===== src/kwm_pkg.sv =====
package kwm_pkg;

  // fixed field widths of the channels
  localparam int ACTION_WIDTH     = 2;
  localparam int LIST_INDEX_WIDTH = 3;
  localparam int DATA_WIDTH       = 32;
  localparam int STATUS_WIDTH     = 2;

  // default sizing of the list store
  localparam int NUM_LISTS_DEFAULT   = 8;
  localparam int LIST_DEPTH_DEFAULT  = 16;
  localparam int VALUE_WIDTH_DEFAULT = 32;

  // action codes
  localparam logic [ACTION_WIDTH-1:0] ACT_APPEND = 2'd0;
  localparam logic [ACTION_WIDTH-1:0] ACT_POP    = 2'd1;
  localparam logic [ACTION_WIDTH-1:0] ACT_CLEAR  = 2'd2;

  // status codes
  localparam logic [STATUS_WIDTH-1:0] ST_OK      = 2'd0;
  localparam logic [STATUS_WIDTH-1:0] ST_EMPTY   = 2'd1;
  localparam logic [STATUS_WIDTH-1:0] ST_DROPPED = 2'd2;

  // command broadcast from the controller to every list cell
  typedef struct packed {
    logic                        append;
    logic                        clear;
    logic                        advance;
    logic [LIST_INDEX_WIDTH-1:0] list_index;
  } cell_cmd_t;

endpackage


===== src/kwm_req_if.sv =====
interface kwm_req_if;
  import kwm_pkg::*;

  logic                               valid;
  logic                               ready;
  logic        [ACTION_WIDTH-1:0]     action;
  logic        [LIST_INDEX_WIDTH-1:0] list_index;
  logic signed [DATA_WIDTH-1:0]       value;

  modport source (output valid, action, list_index, value, input ready);
  modport sink (input valid, action, list_index, value, output ready);
endinterface


===== src/kwm_rsp_if.sv =====
interface kwm_rsp_if;
  import kwm_pkg::*;

  logic                               valid;
  logic                               ready;
  logic signed [DATA_WIDTH-1:0]       out_value;
  logic        [LIST_INDEX_WIDTH-1:0] source_list;
  logic        [STATUS_WIDTH-1:0]     status;

  modport source (output valid, out_value, source_list, status, input ready);
  modport sink (input valid, out_value, source_list, status, output ready);
endinterface


===== src/kwm_ram.sv =====
module kwm_ram #(
  parameter int WIDTH = 32,
  parameter int DEPTH = 16
) (
  input  logic                     clk,
  input  logic                     we,
  input  logic [$clog2(DEPTH)-1:0] waddr,
  input  logic [WIDTH-1:0]         wdata,
  input  logic [$clog2(DEPTH)-1:0] raddr,
  output logic [WIDTH-1:0]         rdata
);

  logic [WIDTH-1:0] mem [DEPTH];

  // one write port, registered read port
  always_ff @(posedge clk) begin
    if (we) begin
      mem[waddr] <= wdata;
    end
    rdata <= mem[raddr];
  end

endmodule


===== src/kwm_cell.sv =====
module kwm_cell #(
  parameter int INDEX       = 0,
  parameter int NUM_LISTS   = kwm_pkg::NUM_LISTS_DEFAULT,
  parameter int LIST_DEPTH  = kwm_pkg::LIST_DEPTH_DEFAULT,
  parameter int VALUE_WIDTH = kwm_pkg::VALUE_WIDTH_DEFAULT
) (
  input  logic                           clk,
  input  logic                           rst,
  input  kwm_pkg::cell_cmd_t             cmd,
  input  logic [VALUE_WIDTH-1:0]         value,
  input  logic [$clog2(NUM_LISTS)-1:0]   win_index,
  input  logic                           cand_in_valid,
  input  logic signed [VALUE_WIDTH-1:0]  cand_in_value,
  input  logic [$clog2(NUM_LISTS)-1:0]   cand_in_index,
  output logic                           cand_out_valid,
  output logic signed [VALUE_WIDTH-1:0]  cand_out_value,
  output logic [$clog2(NUM_LISTS)-1:0]   cand_out_index,
  output logic                           took
);
  import kwm_pkg::*;

  localparam int IW = $clog2(NUM_LISTS);
  localparam int AW = $clog2(LIST_DEPTH);
  localparam int CW = $clog2(LIST_DEPTH + 1);

  logic [CW-1:0]                 tail;
  logic [CW-1:0]                 head;
  logic [VALUE_WIDTH-1:0]        rdata;
  logic signed [VALUE_WIDTH-1:0] head_value;
  logic                          head_valid;
  logic                          selected;
  logic                          full;
  logic                          do_append;
  logic                          do_advance;
  logic                          better;

  // append decode for this list
  assign selected  = (INDEX < (1 << LIST_INDEX_WIDTH)) &&
                     (cmd.list_index == LIST_INDEX_WIDTH'(INDEX));
  assign full      = (tail == CW'(LIST_DEPTH));
  assign do_append = cmd.append && selected && !full;
  assign took      = do_append;

  assign do_advance = cmd.advance && (win_index == IW'(INDEX));

  // list buffer, head entry read every cycle
  kwm_ram #(
    .WIDTH (VALUE_WIDTH),
    .DEPTH (LIST_DEPTH)
  ) u_ram (
    .clk   (clk),
    .we    (do_append),
    .waddr (tail[AW-1:0]),
    .wdata (value),
    .raddr (head[AW-1:0]),
    .rdata (rdata)
  );

  assign head_value = $signed(rdata);
  assign head_valid = (head < tail);

  // head and tail counters
  always_ff @(posedge clk) begin
    if (rst) begin
      tail <= '0;
      head <= '0;
    end else if (cmd.clear) begin
      tail <= '0;
      head <= '0;
    end else begin
      if (do_append) begin
        tail <= tail + CW'(1);
      end
      if (do_advance) begin
        head <= head + CW'(1);
      end
    end
  end

  // strict less keeps the lower index on a tie
  assign better = head_valid && (!cand_in_valid || (head_value < cand_in_value));

  // candidate stage handed to the next cell
  always_ff @(posedge clk) begin
    if (rst) begin
      cand_out_valid <= 1'b0;
    end else begin
      cand_out_valid <= cand_in_valid || head_valid;
    end
  end

  always_ff @(posedge clk) begin
    if (better) begin
      cand_out_value <= head_value;
      cand_out_index <= IW'(INDEX);
    end else begin
      cand_out_value <= cand_in_value;
      cand_out_index <= cand_in_index;
    end
  end

endmodule


===== src/k_way_sorted_merge.sv =====
// K-way merge of sorted lists. Each of NUM_LISTS lists lives in its own cell
// with a LIST_DEPTH-entry buffer; an append adds a value at a list's tail
// (status 2 when the list is full or the index is out of range), a pop
// returns the smallest head with ties going to the lower list, and a clear
// empties every list. One transaction is worked at a time: append, clear and
// the unused action code finish without waiting on the cells, while a pop
// waits for the candidate chain through which every cell compares its head
// against the best so far, one cell per cycle. A finished result waits in an
// output register while the next transaction is accepted.
module k_way_sorted_merge #(
  parameter int NUM_LISTS   = kwm_pkg::NUM_LISTS_DEFAULT,
  parameter int LIST_DEPTH  = kwm_pkg::LIST_DEPTH_DEFAULT,
  parameter int VALUE_WIDTH = kwm_pkg::VALUE_WIDTH_DEFAULT
) (
  input logic       clk,
  input logic       rst,
  kwm_req_if.sink   req,
  kwm_rsp_if.source rsp
);
  import kwm_pkg::*;

  localparam int IW       = $clog2(NUM_LISTS);
  localparam int POP_LAST = NUM_LISTS + 1;
  localparam int CNT_W    = $clog2(POP_LAST + 1);

  logic                        busy;
  logic [CNT_W-1:0]            cnt;
  logic [ACTION_WIDTH-1:0]     item_action;
  logic [LIST_INDEX_WIDTH-1:0] item_index;
  logic [VALUE_WIDTH-1:0]      item_value;

  logic                        accept;
  logic                        done;
  logic                        out_free;
  logic                        fire;
  cell_cmd_t                   cmd;

  logic                        cand_valid [NUM_LISTS+1];
  logic signed [VALUE_WIDTH-1:0] cand_value [NUM_LISTS+1];
  logic [IW-1:0]               cand_index [NUM_LISTS+1];
  logic [NUM_LISTS-1:0]        took;

  logic                        out_valid;
  logic signed [DATA_WIDTH-1:0] out_value;
  logic [LIST_INDEX_WIDTH-1:0] source_list;
  logic [STATUS_WIDTH-1:0]     status;

  // handshake and completion
  assign req.ready = !busy;
  assign accept    = req.valid && !busy;
  assign done      = (item_action == ACT_POP) ? (cnt == CNT_W'(POP_LAST)) : 1'b1;
  assign out_free  = !out_valid || rsp.ready;
  assign fire      = busy && done && out_free;

  // controller
  always_ff @(posedge clk) begin
    if (rst) begin
      busy <= 1'b0;
      cnt  <= '0;
    end else if (accept) begin
      busy <= 1'b1;
      cnt  <= '0;
    end else if (fire) begin
      busy <= 1'b0;
    end else if (busy && !done) begin
      cnt <= cnt + CNT_W'(1);
    end
  end

  // transaction capture, value cut to the storage width
  always_ff @(posedge clk) begin
    if (accept) begin
      item_action <= req.action;
      item_index  <= req.list_index;
      item_value  <= VALUE_WIDTH'(req.value);
    end
  end

  // command to the cells, applied only at completion
  always_comb begin
    cmd.append     = fire && (item_action == ACT_APPEND);
    cmd.clear      = fire && (item_action == ACT_CLEAR);
    cmd.advance    = fire && (item_action == ACT_POP) && cand_valid[NUM_LISTS];
    cmd.list_index = item_index;
  end

  // head of the candidate chain carries nothing
  assign cand_valid[0] = 1'b0;
  assign cand_value[0] = '0;
  assign cand_index[0] = '0;

  // row of list cells
  for (genvar g = 0; g < NUM_LISTS; g++) begin : g_cell
    kwm_cell #(
      .INDEX       (g),
      .NUM_LISTS   (NUM_LISTS),
      .LIST_DEPTH  (LIST_DEPTH),
      .VALUE_WIDTH (VALUE_WIDTH)
    ) u_cell (
      .clk            (clk),
      .rst            (rst),
      .cmd            (cmd),
      .value          (item_value),
      .win_index      (cand_index[NUM_LISTS]),
      .cand_in_valid  (cand_valid[g]),
      .cand_in_value  (cand_value[g]),
      .cand_in_index  (cand_index[g]),
      .cand_out_valid (cand_valid[g+1]),
      .cand_out_value (cand_value[g+1]),
      .cand_out_index (cand_index[g+1]),
      .took           (took[g])
    );
  end

  // output register
  always_ff @(posedge clk) begin
    if (rst) begin
      out_valid <= 1'b0;
    end else if (fire) begin
      out_valid <= 1'b1;
    end else if (rsp.ready) begin
      out_valid <= 1'b0;
    end
  end

  always_ff @(posedge clk) begin
    if (fire) begin
      case (item_action)
        ACT_APPEND: begin
          out_value   <= '0;
          source_list <= '0;
          status      <= (|took) ? ST_OK : ST_DROPPED;
        end
        ACT_POP: begin
          if (cand_valid[NUM_LISTS]) begin
            out_value   <= DATA_WIDTH'(cand_value[NUM_LISTS]);
            source_list <= LIST_INDEX_WIDTH'(cand_index[NUM_LISTS]);
            status      <= ST_OK;
          end else begin
            out_value   <= '0;
            source_list <= '0;
            status      <= ST_EMPTY;
          end
        end
        default: begin
          out_value   <= '0;
          source_list <= '0;
          status      <= ST_OK;
        end
      endcase
    end
  end

  assign rsp.valid       = out_valid;
  assign rsp.out_value   = out_value;
  assign rsp.source_list = source_list;
  assign rsp.status      = status;

endmodule


===== src/flat_wrapper.sv =====
// flat-port wrapper written by rule: the top's interface ports become plain ports
module k_way_sorted_merge_flat import kwm_pkg::*;
#(
  parameter int NUM_LISTS   = kwm_pkg::NUM_LISTS_DEFAULT,
  parameter int LIST_DEPTH  = kwm_pkg::LIST_DEPTH_DEFAULT,
  parameter int VALUE_WIDTH = kwm_pkg::VALUE_WIDTH_DEFAULT
)
  (clk, rst, req_valid, req_action, req_list_index, req_value, req_ready, rsp_valid, rsp_out_value, rsp_source_list, rsp_status, rsp_ready);
  kwm_req_if req_i ();
  kwm_rsp_if rsp_i ();
  input logic clk;
  input logic rst;
  input wire logic [$bits(req_i.valid)-1:0] req_valid;
  input wire logic [$bits(req_i.action)-1:0] req_action;
  input wire logic [$bits(req_i.list_index)-1:0] req_list_index;
  input wire logic [$bits(req_i.value)-1:0] req_value;
  output wire logic [$bits(req_i.ready)-1:0] req_ready;
  output wire logic [$bits(rsp_i.valid)-1:0] rsp_valid;
  output wire logic [$bits(rsp_i.out_value)-1:0] rsp_out_value;
  output wire logic [$bits(rsp_i.source_list)-1:0] rsp_source_list;
  output wire logic [$bits(rsp_i.status)-1:0] rsp_status;
  input wire logic [$bits(rsp_i.ready)-1:0] rsp_ready;
  assign req_i.valid = req_valid;
  assign req_i.action = req_action;
  assign req_i.list_index = req_list_index;
  assign req_i.value = req_value;
  assign req_ready = req_i.ready;
  assign rsp_valid = rsp_i.valid;
  assign rsp_out_value = rsp_i.out_value;
  assign rsp_source_list = rsp_i.source_list;
  assign rsp_status = rsp_i.status;
  assign rsp_i.ready = rsp_ready;
  k_way_sorted_merge #(.NUM_LISTS(NUM_LISTS), .LIST_DEPTH(LIST_DEPTH), .VALUE_WIDTH(VALUE_WIDTH)) u_core (.clk(clk), .rst(rst), .req(req_i), .rsp(rsp_i));
endmodule

===== config.mk =====
export PLATFORM = sky130hd
export DESIGN_NAME = k_way_sorted_merge_flat
export DESIGN_NICKNAME = d
export VERILOG_FILES = /design/src/kwm_pkg.sv /design/src/kwm_req_if.sv /design/src/kwm_rsp_if.sv /design/src/kwm_ram.sv /design/src/kwm_cell.sv /design/src/k_way_sorted_merge.sv /design/src/flat_wrapper.sv
export SDC_FILE = /design/constraint.sdc
export NUM_CORES = 2
export LEC_CHECK = 0
export BUFFER_PORTS_ARGS = -buffer_cell sky130_fd_sc_hd__buf_2
export CAP_MARGIN = 20
export CORE_AREA = 2 2 1115 673
export CTS_BUF_LIST = sky130_fd_sc_hd__clkbuf_8
export CTS_CLUSTER_DIAMETER = 30
export DETAILED_ROUTE_END_ITERATION = 10
export DIE_AREA = 0 0 1117 675
export GPL_TIMING_DRIVEN = 0
export MAX_ROUTING_LAYER = met4
export PLACE_DENSITY = 0.36
export SLEW_MARGIN = 20
export SYNTH_ARGS = -nofsm -noshare
export SYNTH_HDL_FRONTEND = slang
export SYNTH_SLANG_ARGS = --single-unit

===== constraint.sdc =====
create_clock -name clk -period 7.4 [get_ports clk]
set_input_delay 1.85 -clock clk [delete_from_list [all_inputs] [get_ports clk]]
set_output_delay 1.85 -clock clk [all_outputs]
set_load 0.01 [all_outputs]

==> run metrics <==
Post-Synth Adder-Cell Area 1.96%; CTS buffer count around 870; Filler cells between 70000 and 80000; initial drt markers 11189; Required @ worst endpoint around 8.3 ns; Synth Net Count between 9000 and 10000; post-synthesis sequential area ratio between 70% and 80%; power after layout between 50 and 60 mW; CTS tree built; slowest cell on the critical path a311oi_4; largest family of logic cells by synthesized area multiplexers; # rows 246; Netlist cell types 74; initial antenna violation count 121; clock latency on the worst-skew pair between 1 and 1.5 ns; Final min period 4.61 ns; final net count 10893; core area about 740000 um^2; DR vias 98912; Reg area about 140000 um^2; final-report hold violation count 0; share of cells above drive strength 1 32.1%; HPWL after detailed placement 452000 um; Cells after Synth 8992; pin count of the biggest net entering global routing 25; clock sink count 4793; vias in the first global route 99468; Die H slightly below 700 um; WP data arrival 5.51 ns; Fin Clk Skew 0.161 ns; final slew viol count 0; Synth Flop Type edfxtp_1; First-pass DRT Iterations 8; Hold Worst Slack 0.412 ns; worst min path class flop to flop; Post-Synth Simple-Gate Area under 10%; Initial Util roughly a quarter; Syn-to-layout area delta 23.6%; Least-Margin Pin Slew 1.19 ns; Worst-path clk slew ~0.06 ns; RePlAce Congestion about 0.80; Die X 1120 um; crit-path max FO 8; CTS hold repair buffers 0; Port Buf Inserts just under 80; Yosys warning count 0; Avg WL per Cell about 29 um; Pleak around 72 nW; Worst Setup Path Type primary input to flop; Via-to-Cell Ratio ~4.6; EDFF count, synth between 4000 and 5000; power per cell area ~250 nW/um^2; Die Footprint between 700000 and 800000 um^2; number of routed nets with antenna violations 0; Synth Cell Area 185000 um^2; mux share of post-synthesis cell area 16.1%; footprint of the multi-input gates 45400 um^2; placed inst area roughly 210000 um^2; Max VDD drop between 0.0001 and 0.00015 V; clk root buf clkbuf_8; status finished, final reports clean; grt ovf 0; final core utilization between 30% and 40%; final setup TNS 0 ns; RSZ-0062 raised after global routing false; final setup violation count 0; period utilization ~62%; Design Area, Final between 200000 and 250000 um^2; relative slew slack 20.6%; total track usage approximately 16%; CTS H-tree depth 6; CP endpoint kind flop; post-CTS setup buffers 0; Post-Synth XOR/XNOR Area less than 1%; Post-Route WL just over 600000 um; Yosys reg bits 4793; crit-path cells buf_2, nor2b_1, or4_1, buf_2, a311oi_4, nand2_1, nor3_2, buf_4, buf_6, buf_6; MaxCap Viol Count 0; DRC Markers 0; post-synthesis compound-gate area fraction under 10%; CP peak stage delay approximately 0.80 ns; post-CTS sizing 0; Max Clock Freq around 220 MHz; deepest clock path buffer count 5; FFs w/ async S/R, synth 0%; Setup crit start kind primary input; syn avg cell area ~21 um^2; global-route wire length before repair between 800000 and 900000 um; IO Pins 80
report_power, final:
| part | internal (mW) | total (mW) | switching (mW) |
|---|---|---|---|
| Sequential | 29.5 | 29.6 | 0.107 |
| Clock | 15.1 | 27.1 | 12.0 |
| Combinational | 0.390 | 1.20 | 0.806 |
metal layers:
metal | vias to the layer above | wire [um] | global-route usage, %
met3 | 896 | 42600 | 3.50
met4 | 0 | 11700 | 3.31
met5 | - | 0 | -
li1 | 41027 | - | -
met1 | 53461 | 326000 | 26.6
met2 | 3528 | 234000 | 20.5
cell usage after synthesis, types with 37 or more instances:
master	instances	area [um^2]
inv_1	337	1260
nand4_1	59	369
a221o_1	66	661
dfxtp_1	623	12500
and3_1	43	269
clkbuf_1	338	1270
a22oi_1	256	1920
o221ai_1	96	841
buf_1	94	353
o21ai_0	177	886
nand2_1	131	492
edfxtp_1	4170	125000
ha_1	291	3640
xnor2_1	37	324
mux4_2	1280	28800
nor3_1	49	245
a21oi_1	173	866
buf_2	48	240
a22o_1	97	850
nor2_1	218	818
and2_1	39	244
per-stage QoR:
| stage | std cells | setup slack, ns |
|---|---|---|
| 2_1_floorplan | 8992 | 1.45 |
| 3_3_place_gp | 18991 | -3.15 |
| 3_5_place_dp | 19602 | 1.45 |
| 4_1_cts | 21214 | 2.73 |
| 5_1_grt | 21395 | 2.72 |
| 6_report | 21439 | 2.79 |
layout by cell type, fill, tap and decap left out, types with 43 or more instances in the layout:
master / netlist / layout
a21oi_1: 173 / 173
a221o_1: 66 / 66
a22o_1: 97 / 97
a22oi_1: 256 / 256
and3_1: 43 / 43
buf_1: 94 / 43
buf_12: 3 / 91
buf_16: 0 / 183
buf_2: 48 / 150
buf_4: 6 / 151
buf_8: 0 / 161
bufinv_16: 0 / 95
clkbuf_1: 338 / 308
clkbuf_2: 0 / 58
clkbuf_8: 0 / 925
clkinv_1: 1 / 134
clkinv_2: 0 / 119
clkinvlp_4: 0 / 67
dfxtp_1: 623 / 623
diode_2: 0 / 221
edfxtp_1: 4170 / 4170
ha_1: 291 / 291
inv_1: 337 / 525
mux4_2: 1280 / 1280
nand2_1: 131 / 130
nand4_1: 59 / 59
nor2_1: 218 / 126
nor2_4: 2 / 96
o21ai_0: 177 / 177
o221ai_1: 96 / 96
path summary, 6_finish.rpt:
check | startpoint | endpoint | slack [ns] | cells past startpoint
hold reg to reg | u_core.g_cell[6].u_cell.cand_out_index[0]$_SDFF_PP0_ | u_core.g_cell[7].u_cell.cand_out_index[0]$_SDFF_PP1_ | 0.41 | 1
setup / recovery | rsp_ready | u_core.g_cell[1].u_cell.u_ram.mem[1][9]$_DFFE_PP_ | 2.79 | 10
hold / removal | u_core.g_cell[6].u_cell.cand_out_index[0]$_SDFF_PP0_ | u_core.g_cell[7].u_cell.cand_out_index[0]$_SDFF_PP1_ | 0.41 | 1
setup reg to reg | u_core.item_index[0]$_DFFE_PP_ | u_core.g_cell[3].u_cell.u_ram.mem[3][0]$_DFFE_PP_ | 2.96 | 7
worst max-delay path: cells and delay by family:
| kind | cells | cell delay (ns) |
|---|---|---|
| simple gates | 4 | 1.75 |
| buf+inv | 5 | 1.08 |
| compound gates | 1 | 0.80 |
kinds of logic (layout without fill, tap and decap cells):
family                   Yosys count  count (layout)
flip-flops                      4793            4793
AO/OA/AOI/OAI                   1024            1024
XOR/XNOR                          63              63
buffers and inverters            828            3134
adder cells (fa/ha/maj)          291             291
multiplexers                    1360            1360
AND/OR/NAND/NOR                  633             633
other                              0             221
registers in the layout, indices dropped and copies added, names as in the netlist:
name	cells
u_core.item_action	2
u_core.item_value	32
u_core.g_cell.u_cell.tail	40
u_core.g_cell.u_cell.cand_out_index	17
u_core.cnt	4
u_core.g_cell.u_cell.cand_out_value	256
u_core.g_cell.u_cell.head	40
u_core.rsp.out_value	32
u_core.busy	1
u_core.rsp.status	2
u_core.rsp.source_list	3
u_core.g_cell.u_cell.u_ram.mem	4096
u_core.g_cell.u_cell.u_ram.rdata	256
u_core.g_cell.u_cell.cand_out_valid	8
u_core.item_index	3
u_core.rsp.valid	1
cell type report:
| class | instances | share of cell area [%] |
|---|---|---|
| tap | 9920 | 5.42 |
| sequential | 4793 | 60.1 |
| clock buffer | 925 | 5.55 |
| buffer | 490 | 0.907 |
| multi-input combinational | 3371 | 19.8 |
| inverter | 338 | 0.554 |
| timing repair buffer | 694 | 4.86 |
| clock inverter | 687 | 2.60 |
| antenna | 221 | 0.241 |
Power figures use the tool's default switching activity.
